$ cat src/hw/rtl/asis_pkg.sv
`default_nettype none

package asis_pkg;

  localparam int unsigned DataW = 32;

  typedef logic signed [DataW-1:0] data_t;

  // per-cycle command broadcast to every cell
  typedef struct packed {
    logic ins;
    logic shift;
  } cell_ctrl_t;

endpackage

`default_nettype wire

$ cat src/hw/rtl/asis_cell.sv
`default_nettype none

module asis_cell (
  input  wire                 clk_i,
  input  wire                 rst_ni,
  input  asis_pkg::cell_ctrl_t ctrl_i,
  input  asis_pkg::data_t     din_i,
  input  wire                 l_lt_i,
  input  wire                 l_valid_i,
  input  asis_pkg::data_t     l_val_i,
  input  wire                 r_valid_i,
  input  asis_pkg::data_t     r_val_i,
  output logic                lt_o,
  output logic                valid_o,
  output asis_pkg::data_t     val_o
);

  logic            valid_q, valid_d;
  asis_pkg::data_t val_q, val_d;

  // empty cells act as +infinity, so lt is monotone along the chain
  assign lt_o    = !valid_q || (din_i < val_q);
  assign valid_o = valid_q;
  assign val_o   = val_q;

  always_comb begin
    valid_d = valid_q;
    val_d   = val_q;
    if (ctrl_i.shift) begin
      valid_d = r_valid_i;
      val_d   = r_val_i;
    end else if (ctrl_i.ins && lt_o) begin
      valid_d = valid_q | l_valid_i;
      val_d   = l_lt_i ? l_val_i : din_i;
    end
  end

  always_ff @(posedge clk_i or negedge rst_ni) begin
    if (!rst_ni) begin
      valid_q <= 1'b0;
    end else begin
      valid_q <= valid_d;
    end
  end

  always_ff @(posedge clk_i) begin
    val_q <= val_d;
  end

endmodule

`default_nettype wire

$ cat config.mk
export PLATFORM = sky130hd
export DESIGN_NAME = asis_cell
export DESIGN_NICKNAME = d
export VERILOG_FILES = /design/src/hw/rtl/asis_pkg.sv /design/src/hw/rtl/asis_cell.sv
export SDC_FILE = /design/constraint.sdc
export NUM_CORES = 1
export LEC_CHECK = 0
export ABC_AREA = 1
export BUFFER_PORTS_ARGS = -buffer_cell sky130_fd_sc_hd__buf_2
export CAP_MARGIN = 0
export CELL_PAD_IN_SITES_DETAIL_PLACEMENT = 1
export CELL_PAD_IN_SITES_GLOBAL_PLACEMENT = 1
export CORE_MARGIN = 1.5
export CORE_UTILIZATION = 33
export CTS_BUF_LIST = sky130_fd_sc_hd__clkbuf_16
export DETAILED_ROUTE_END_ITERATION = 6
export PLACE_DENSITY = 0.95
export SETUP_SLACK_MARGIN = 0.3
export SLEW_MARGIN = 20
export SYNTH_ARGS = -nofsm -noshare
export SYNTH_HDL_FRONTEND = slang
export SYNTH_SLANG_ARGS = --single-unit
$ cat constraint.sdc
create_clock -name clk_i -period 4.25 [get_ports clk_i]
set_input_delay 0.425 -clock clk_i [delete_from_list [all_inputs] [get_ports clk_i]]
set_output_delay 0.425 -clock clk_i [all_outputs]
set_load 0.01 [all_outputs]
; Word level (Yosys, flattened, before mapping)
; Cells that the tools add are included.
[word_totals]
ff_bits = 33
latch_bits = 0
mem_bits_rw = 0
mem_bits_ro = 0
input_bits = 103
out_inout_bits = 34
memories = 0
[classes]
n_addsub = 0
n_mul = 0
div_mod_pow = 0
magnitude_cmp = 1
n_eq_ne = 0
n_shift = 0
n_mux = 5
bitwise = 1
reduce_logical = 4
[ops]
columns = op, count
row1 = two-way mux 32 bit, 3
row2 = < comparator 32 bit, 1
row3 = two-way mux 1 bit, 2
row4 = nonzero test 2 bit, 1
row5 = logical AND 1 bit, 1
row6 = logical NOT 1 bit, 1
row7 = logical OR 1 bit, 1
row8 = bitwise OR 1 bit, 1

; Longest topological paths before layout
; Gate-level depths: netlist of run 1.
[depth]
depth_word = 5
mapped_depth = 18

; Worst setup path before layout of run 1
; OpenSTA, ideal clock, no wires.
[synth_timing]
path_type = flip-flop to flip-flop
startpoint = register val_q[5], in the netlist val_o[5]
endpoint = register val_q[0], in the netlist val_o[0] (enable)
arrival_ns = 1.882
required_time_ns = 3.875
slack_ns = 1.993
path_stages_with_launch = 14
n_path_buf = 0
synth_period_minus_slack_ns = 2.257
cell_sequence = edfxtp_1 > inv_1 > ha_1 > a21oi_1 > nor2_1 > nor3_2 > nand2_1 > nand2_1 > nand2_1 > nand2_1 > nand3_1 > nand3_2 > nand2_2 > nand2_2
[synth_via]
elab_chain_len = 4
[synth_lines]
columns = item, line
row1 = start: declaration, asis_cell.sv:19  ; asis_pkg::data_t val_q, val_d;
row2 = start signal: assignment, asis_cell.sv:47  ; val_q <= val_d;
row3 = < comparator 32 bit, asis_cell.sv:22  ; assign lt_o = !valid_q || (din_i < val_q);
row4 = logical OR 1 bit, asis_cell.sv:22
row5 = net lt_o, asis_cell.sv:13  ; output logic lt_o,
row6 = logical AND 1 bit, asis_cell.sv:32  ; end else if (ctrl_i.ins && lt_o) begin
row7 = nonzero test 2 bit (no line), --
; The timed path passes the listed nets, and every way through them passes these cells.
; A chain may end at the register's enable or synchronous reset.

; Worst setup path after layout of run 1
[layout_timing]
startpoint = register val_q[5], in the netlist val_o[5]
endpoint = register val_q[30], in the netlist val_o[30] (enable)
[layout_via]
elab_chain_len = 4
[layout_lines]
columns = item, line
row1 = < comparator 32 bit, asis_cell.sv:22
row2 = logical OR 1 bit, asis_cell.sv:22
row3 = logical AND 1 bit, asis_cell.sv:32
row4 = nonzero test 2 bit (no line), --
; Every way passes these cells.

==> reports/results.ini, run 1 <==
[die]
die_h_um=89.9
die_w_um=89.9
ios=137
core_um2=7290
core.rowCount=31
die-area_um2=8090
initial_core_util_pct=34.2

[placement]
port_buffers=136
preCtsSetupSlack_ns=1.51
finalWeightedCongestion=0.786
hpwl_mm=6.31

[global_routing]
grt_use_total_pct=21.0
grt_max_degree=36
grt-ovfl-total=0
grt_pass1_vias=2945
grt_first_pass_wirelength_mm=13.7
antenna_found_initial=0

[setup_path]
critPathCaptureType=flop
worstSetupStartpointType=flop
worstSetupPathType=reg -> reg
arrival_ns=2.46
timing.critical_path.required_ns=4.15
cp_max_fo=33

[clocking]
htree_levels=2
cts_buffer_depth=2
worstSkewPairLatency_ns=0.27
root_buffer=clkbuf_16
cts_buffers=5
ctsHoldBuffers=1
cts_tree=done
clkSinkCount=33
cts_setup_buffers=0
cts.clk_slew.worst_paths_ns=0.05
cts_resized=0

[pwr]
swShare_pct=31.1
p_int_mw=0.750
cellPowerDensity_nw_per_um2=320
p_seq_share_pct=39.2
clockPowerShare_pct=31.6
switchingPower_mw=0.338
power.leakage_nw=1.80
pwr-share-comb_pct=29.2
irDropWorstVdd_mv=0.128

[layout]
ff_latch_area_um2=986
drive_above_1_share_pct=34.0
final_nets=583
syn2layout_area_growth_pct=36.3
insertedDiodeCount=0
fillers=963
multi_input_area_um2=1290

[timing]
fmax_ghz=0.390
fin_skew_ns=0.00382
fin_crit_ns=2.56
finalMaxSlewViolations=0
tightest_slew_ns=1.04
setup_viol=0
finalCritPeriodShare_pct=60.3
setup_tns_ns=0
hold_violations=0
rsz0062_at_grt=false
worst_slack_ns=1.69
relSlewSlack_pct=30.4

[synthesis]
seq_area_frac_synth_pct=39.5
synth_adder_area_share_pct=15.6
yosysUniqueCellTypes=23
syn_area_per_cell_um2=7.84
syn-cell-area_um2=2490
ys_ff_latch=33
synthMuxAreaShare_pct=0
synth_compound_area_share_pct=18.0
synth_fp_nets=452
syn_inst=318
synthXorXnorAreaFrac_pct=0
yosysWarnings=0
yosys.area_share.simple_pct=18.2
synth_top_family_by_area=simple AND/OR/NAND/NOR gates

[drt]
drt-wirelength-per-cell_um=15.1
totalWireLength_mm=8.29
ant_nets=0
vias=2704
dr.pass1.iters=4
viasPerCell=4.93
drt_iter0_drc=43
drcViolationCount=0

[run_status]
status=finished clean

[flow_run]
max_cap_violations=0

[hold_path]
holdCritPathClass=in -> reg

==> cell usage in the layout, fill, tap and decap left out <==
cell             n
clkinv_2         1
clkinv_1         3
ha_1            31
clkbuf_16        5
edfxtp_1        32
nor3_1           1
buf_4            1
buf_2          136
inv_1           41
nand3_1          3
a21oi_1         79
dfrtp_1          1
nand3_2          1
nand4_2          1
o21ai_0          3
o211ai_2         1
nand4_1          2
nand2_2          4
a21oi_2          1
o21ai_1          2
nand2_1         60
nor3_2           1
nor2_1          37
inv_2            1
o21a_1           1
dlygate4sd3_1    1
==> per-layer routing <==
metal | GRT usage [%] | wire (µm) | vias up
met5 | 0 | 0 | -
met4 | 6.88 | 138 | 0
met3 | 3.64 | 418 | 14
met2 | 39.7 | 4270 | 96
met1 | 23.8 | 3460 | 1262
li1 | - | - | 1332
==> layout make-up <==
class	instances	share of cell area, %
timing repair buffer	138	20.5
tap	99	3.65
clock inverter	3	0.368
sequential	33	29.0
multi-input combinational	228	38.0
clock buffer	5	3.68
inverter	43	4.75
==> through the flow <==
step           cells  cell area [µm²]  utilization (%)  hold slack [ns]  power, mW
3_5_place_dp     540             3250             44.6            0.203      0.753
3_3_place_gp     540             3250             44.6            0.200      0.731
4_1_cts          549             3400             46.6            0.449       1.10
5_1_grt          549             3400             46.6            0.464       1.16
2_1_floorplan    318             2490                -            0.129      0.606
6_report         549             3400             46.6            0.453       1.09
==> synth_stat cells <==
cell type  number  area, µm²
nor2_1         37        139
nand4_1         2       12.5
buf_1           1       3.75
o21a_1          1       7.51
o211ai_2        1       12.5
o21ai_0         3       15.0
a21oi_2         1       8.76
nand3_1         3       15.0
nand4_2         1       12.5
clkbuf_1       11       41.3
nor3_2          1       10.0
inv_2           1       3.75
nand3_2         1       10.0
nor3_1          1       5.00
o21ai_1         2       10.0
a21oi_1        79        395
dfrtp_1         1       25.0
inv_1          42        158
nand2_1        60        225
nand2_2         4       25.0
ha_1           31        388
buf_2           2       10.0
edfxtp_1       32        961
==> final timing paths <==
path,cells after the start,startpoint,to,slack [ns]
hold reg to reg,2,valid_o,valid_o,0.61
setup / recovery,13,val_o[5],val_o[30],1.69
hold / removal,4,ctrl_i[1],valid_o,0.45
min in group asynchronous,2,rst_ni,valid_o,0.48
setup reg to reg,13,val_o[5],val_o[30],1.69
max in group asynchronous,2,rst_ni,valid_o,3.68
==> registers in the layout, indices dropped and copies added (netlist names) <==
| name | flops |
|---|---|
| valid_o | 1 |
| val_o | 32 |
==> power groups by stage <==
stage | sequential (mW) | combinational (mW) | clock, mW
2_1_floorplan | 0.449 | 0.158 | 0
3_3_place_gp | 0.431 | 0.300 | 0
3_5_place_dp | 0.434 | 0.320 | 0
4_1_cts | 0.427 | 0.323 | 0.353
5_1_grt | 0.432 | 0.360 | 0.364
6_report | 0.427 | 0.318 | 0.344
==> critical path, stage by stage, from the launching register on <==
cell,delay [ns]
edfxtp_1,0.39
inv_1,0.08
ha_1,0.24
a21oi_1,0.16
nor2_1,0.07
nor3_2,0.09
nand2_1,0.09
nand2_1,0.07
nand2_1,0.05
nand2_1,0.07
nand3_1,0.09
nand3_2,0.10
nand2_2,0.06
nand2_2,0.61
==> cell families (layout without fill, tap and decap cells) <==
| family | Yosys count | after routing |
|---|---|---|
| AOI/OAI and AO/OA | 87 | 87 |
| DFF | 33 | 33 |
| buffers and inverters | 57 | 189 |
| and+or+nand+nor | 110 | 110 |
| adders and majority gates | 31 | 31 |
No activity file was read; power rests on OpenSTA's default activity.
==> run 2, diff against run 1 <==
--- a/config.mk
+++ b/config.mk
@@ -11,10 +11,10 @@
 export CELL_PAD_IN_SITES_DETAIL_PLACEMENT = 1
 export CELL_PAD_IN_SITES_GLOBAL_PLACEMENT = 1
 export CORE_MARGIN = 1.5
-export CORE_UTILIZATION = 33
+export CORE_UTILIZATION = 31
 export CTS_BUF_LIST = sky130_fd_sc_hd__clkbuf_16
 export DETAILED_ROUTE_END_ITERATION = 6
-export PLACE_DENSITY = 0.95
+export PLACE_DENSITY = 0.91
 export SETUP_SLACK_MARGIN = 0.3
 export SLEW_MARGIN = 20
 export SYNTH_ARGS = -nofsm -noshare
==> constraint.sdc (replaced) <==
create_clock -name clk_i -period 2.45 [get_ports clk_i]
set_input_delay 0.245 -clock clk_i [delete_from_list [all_inputs] [get_ports clk_i]]
set_output_delay 0.245 -clock clk_i [all_outputs]
set_load 0.01 [all_outputs]
==> run 2 against run 1 <==
Register-to-register slack worse by 1.3 ns. Combinational power grew 110%. Critical path depth stayed put. Die area increased by 6.2%. Cell count grew 2.4%. Via count rose by 1.6%. Clock power up 75%. Global-route usage fell by 0.35 points. Clock skew about the same. Wire length is 8.2% higher. Sequential power up 73%. Clock-buffer cell count unchanged. Critical endpoint is now lt_o. Largest cell class unchanged.
==> reports/results.ini, run 2 (synthesis results as in run 1) <==
[timing]
fmax_ghz=0.453
relSlewSlack_pct=49.8
hold_violations=0
fin_crit_ns=2.21
tightest_slew_ns=0.751
whs_ns=0.292
setup_viol=0
finalCritPeriodShare_pct=90.0
setup_tns_ns=0
rsz0062_at_grt=true
finalMaxSlewViolations=0
fin_skew_ns=0.00361

[placement]
finalWeightedCongestion=0.758
dpl-instance-area_um2=3270
port_buffers=136
hpwl_mm=6.74

[die]
core.rowCount=32
ios=137
core_um2=7770
die_w_um=92.7
die-area_um2=8590
initial_core_util_pct=32.1
die_h_um=92.7

[layout]
layout_commonest_cell=buf_2
final_area_um2=3680
syn2layout_area_growth_pct=47.7
insertedDiodeCount=0
fillers=999
drive_above_1_share_pct=40.4
final_cell_mix=buf_2, a21oi_1, nand2_1
final_nets=593
largest_reg_flops=32

[setup_path]
cp_slowest_stage_delay_ns=0.40
cp_cell_sequence=inv_2 -> ha_4 -> a21oi_2 -> nor2_2 -> nor3_2 -> nand2_1 -> nand2_1 -> nand2_1 -> nand2_2 -> nand2_2 -> nand2_2 -> nand3_4 -> buf_6
worstSetupStartpointType=flop
arrival_ns=1.96
worstSetupPathType=reg -> out
crit_slowest_cell=edfxtp_1
critPathCaptureType=output pin
timing.critical_path.required_ns=2.20
cp_max_fo=2

[pwr]
power.leakage_nw=1.87
cellPowerDensity_nw_per_um2=546
total_power_mw=2.01
irDropWorstVdd_mv=0.253

[clocking]
cts.clk_slew.worst_paths_ns=0.05
htree_levels=2
worstSkewPairLatency_ns=0.27
cts_tree=done
clkSinkCount=33
cts_buffers=5
cts_buffer_depth=2
root_buffer=clkbuf_16

[drt]
drt-wirelength-per-cell_um=16.0
vias=2748
ant_nets=0
totalWireLength_mm=8.96
viasPerCell=4.89
drcViolationCount=0
drt_iter0_drc=65
dr.pass1.iters=4

[global_routing]
antenna_found_initial=0
grt_first_pass_wirelength_mm=14.0
grt-ovfl-total=0
grt_use_total_pct=20.7
grt_pass1_vias=3021
grt_max_degree=34

[run_status]
status=finished clean

[flow_run]
max_cap_violations=0

[hold_path]
holdCritPathClass=in -> async

run 2: cell count changes in the layout (fill, tap and decap cells not counted), sizes merged:
cell / delta
inv: +2
clkinv: -2
nand2: +4
buf: +6
run 2: final timing paths:
kind | startpoint | endpoint | slack [ns] | cells after the start
min in group clk_i | r_val_i[13] | val_o[13] | 0.29 | 3
hold reg to reg | valid_o | valid_o | 0.64 | 2
setup reg to reg | val_o[5] | val_o[12] | 0.34 | 14
hold / removal | rst_ni | valid_o | 0.29 | 2
max in group asynchronous | rst_ni | valid_o | 2.07 | 2
setup / recovery | val_o[5] | lt_o | 0.24 | 13
run 2: what timing repair did:
action / in CTS / in global routing
pin swaps: 2 / 7
gates cloned: 1 / 3
hold endpoints to repair: 1 / 0
setup buffers: 1 / 3
endpoints found under the setup margin: 34 / 34
gates resized for setup: 7 / 27
hold buffers: 1 / 0
run 2: through the flow:
step | worst slack [ns] | cells | util [%]
floorplan | 0.377 | 318 | -
global placement | 0.174 | 545 | 42.2
detailed placement | 0.109 | 545 | 42.2
CTS | 0.268 | 556 | 44.7
global route | 0.0845 | 562 | 47.4
finish | 0.245 | 562 | 47.4
run 2: area by class of cell:
type	count	area, µm²	share of cell area, %
clock buffers	5	125	3.40
clock inverters	3	13.8	0.374
inverters	43	161	4.38
multi-input cells	232	1520	41.3
flip-flops and latches	33	986	26.8
well taps	102	128	3.46
repair buffers	144	749	20.3
run 2: critical path: cells and delay by family, from the launching register on:
| family | cells | cell delay [ns] |
|---|---|---|
| buffers and inverters | 2 | 0.23 |
| adders and majority gates | 1 | 0.20 |
| and+or+nand+nor | 9 | 0.71 |
| DFF | 1 | 0.40 |
| AOI/OAI and AO/OA | 1 | 0.14 |
run 2: metal layers:
| metal | vias up | part of all wire, % | wire length (µm) | global-route usage, % |
|---|---|---|---|---|
| met5 | - | 0 | 0 | 0 |
| met4 | 0 | 0.75 | 67 | 3.54 |
| met3 | 6 | 5.5 | 496 | 4.27 |
| met2 | 107 | 52 | 4680 | 40.0 |
| met1 | 1277 | 42 | 3730 | 23.5 |
| li1 | 1358 | - | - | - |
run 2: power by group:
part / internal (mW) / switching (mW)
registers: 0.704 / 0.0359
clock network: 0.369 / 0.232
logic: 0.285 / 0.387
==> run 3, diff against run 2 <==
--- a/config.mk
+++ b/config.mk
@@ -14,7 +14,7 @@
 export CORE_UTILIZATION = 31
 export CTS_BUF_LIST = sky130_fd_sc_hd__clkbuf_16
 export DETAILED_ROUTE_END_ITERATION = 6
-export PLACE_DENSITY = 0.91
+export PLACE_DENSITY_LB_ADDON = 0.1
 export SETUP_SLACK_MARGIN = 0.3
 export SLEW_MARGIN = 20
 export SYNTH_ARGS = -nofsm -noshare
==> run 3 against run 2 <==
Maximum frequency up 3.8%. First-iteration DRC count down 6.2%. Sequential power about the same. Global-route usage down 1.1 points. Sequential share of layout area up 1.3 points. Clock power down 2%. Critical endpoint unchanged. Sequential cell count unchanged. Largest power group unchanged. Critical path depth unchanged. Power down 5.0%. Clock skew up 0.0030 ns. Register-to-register slack better by 0.03 ns. Hold slack worse by 0.0045 ns.
==> reports/results.ini, run 3 (synthesis results as in run 1) <==
[die]
die-area_um2=8590
initial_core_util_pct=32.1
ios=137
core_um2=7770
die_h_um=92.7
die_w_um=92.7
core.rowCount=32

[global_routing]
grt_max_degree=34
grt_use_total_pct=19.6
grtUsageMet1_pct=24.3
antenna_found_initial=0
grt_first_pass_wirelength_mm=13.1
top_usage_layer=met2
met2_usage_pct=35.0
grt_pass1_vias=2674
grt_use_met3_pct=3.86
grt-ovfl-total=0

[placement]
post-place-cells=545
hpwl_mm=6.20
port_buffers=136
finalWeightedCongestion=0.726

[setup_path]
worstSetupStartpointType=flop
timing.critical_path.required_ns=2.20
crit_slowest_cell=edfxtp_1
cp_slowest_stage_delay_ns=0.38
cp_max_fo=2
worstSetupPathType=reg -> out
cp_cell_sequence=inv_1 -> ha_1 -> a21oi_1 -> nand2_1 -> nand2_1 -> nand2_1 -> nand2_1 -> nand2_1 -> nand2_1 -> nand2_1 -> nand2_1 -> nand3_2 -> buf_6
arrival_ns=1.88
critPathCaptureType=output pin
cpMostUsedCell=nand2_1

[timing]
fin_skew_ns=0.00664
fin_crit_ns=2.12
tightest_slew_ns=0.734
rsz0062_at_grt=true
setup_tns_ns=0
finalCritPeriodShare_pct=86.7
setup_viol=0
hold_violations=0
whs_ns=0.287
fmax_ghz=0.471
relSlewSlack_pct=51.1
finalMaxSlewViolations=0

[pwr]
total_power_mw=1.91
cellPowerDensity_nw_per_um2=544
power.leakage_nw=1.85
irDropWorstVdd_mv=0.306

[layout]
largest_reg_flops=32
fin_cells=559
final_util_pct=45.2
insertedDiodeCount=0
final_cell_mix=buf_2, a21oi_1, nand2_1
fillers=1031
final_nets=590
drive_above_1_share_pct=35.4
syn2layout_area_growth_pct=40.9
layout_commonest_cell=buf_2

[clocking]
cts.clk_slew.worst_paths_ns=0.06
root_buffer=clkbuf_16
cts_tree=done
cts_buffer_depth=2
htree_levels=2
cts_buffers=5
worstSkewPairLatency_ns=0.27
clkSinkCount=33

[drt]
vias=2687
drt_iter0_drc=61
drt-wirelength-per-cell_um=14.9
viasPerCell=4.81
ant_nets=0
totalWireLength_mm=8.32
dr.pass1.iters=4
drcViolationCount=0

[flow_run]
max_cap_violations=0

[run_status]
status=finished clean

[hold_path]
holdCritPathClass=in -> reg

==> run 3: cell count changes in the layout (fill, tap and decap cells not counted), moves of 3 or more <==
| cell | delta |
|---|---|
| a21oi_1 | +5 |
| nand2_8 | -4 |
| nor2_2 | -3 |
| a21oi_2 | -5 |
| ha_1 | +4 |
| nand2_1 | +5 |
| nor2_1 | +3 |
| nand2_2 | -4 |
| ha_4 | -4 |
==> run 3: worst max-delay path: cells and delay by family, from the launching register on <==
kind                     cells  cell delay [ns]
flip-flops                   1             0.38
AO/OA/AOI/OAI                1             0.16
buffers and inverters        2             0.21
adder cells (fa/ha/maj)      1             0.24
AND/OR/NAND/NOR              9             0.62
==> run 3: path summary, 6_finish.rpt <==
| check | startpoint | end | slack, ns | depth (start not counted) |
|---|---|---|---|---|
| worst max-delay path | val_o[3] | lt_o | 0.33 | 13 |
| worst min-delay path | r_valid_i | valid_o | 0.29 | 5 |
| worst max register to register | val_o[3] | val_o[31] | 0.37 | 14 |
| worst min register to register | valid_o | valid_o | 0.60 | 2 |
| max in group asynchronous | rst_ni | valid_o | 2.06 | 2 |
| min in group asynchronous | rst_ni | valid_o | 0.31 | 2 |
==> run 3: final cells by class <==
cell class	count	area, µm²	share of cell area, %
multi-input combinational	231	1370	38.9
timing repair buffer	142	734	20.9
inverter	43	161	4.59
sequential	33	986	28.1
clock inverter	3	11.3	0.321
clock buffer	5	125	3.56
tap	102	128	3.63
==> run 3: metal layers <==
layer  part of all wire [%]  up-vias
met4                   0.46        0
met1                     45     1259
li1                       -     1346
met3                    5.5        2
met5                      0        -
met2                     49       80
==> run 3: power by group <==
part	total, mW	switching, mW	internal [mW]	leakage [nW]
sequential	0.737	0.0330	0.704	0.331
clock	0.590	0.224	0.365	0.0738
combinational	0.586	0.338	0.248	1.45
total	1.91	0.596	1.32	1.85
==> run 3: through the flow <==
step / setup WS [ns] / area (µm²)
floorplan: 0.377 / 2500
global placement: 0.192 / 3270
detailed placement: 0.113 / 3270
CTS: 0.300 / 3510
global route: 0.172 / 3510
finish: 0.326 / 3510
==> run 3: what timing repair did <==
| item | 4_1_cts | 5_1_grt |
|---|---|---|
| gates resized for setup | 7 | 1 |
| setup endpoints to repair | 34 | 34 |
| hold endpoints to repair | 1 | 0 |
| buffers inserted | 2 | 0 |
| pin swaps | 6 | 0 |
| gates cloned | 3 | 0 |
| hold buffers | 1 | 0 |
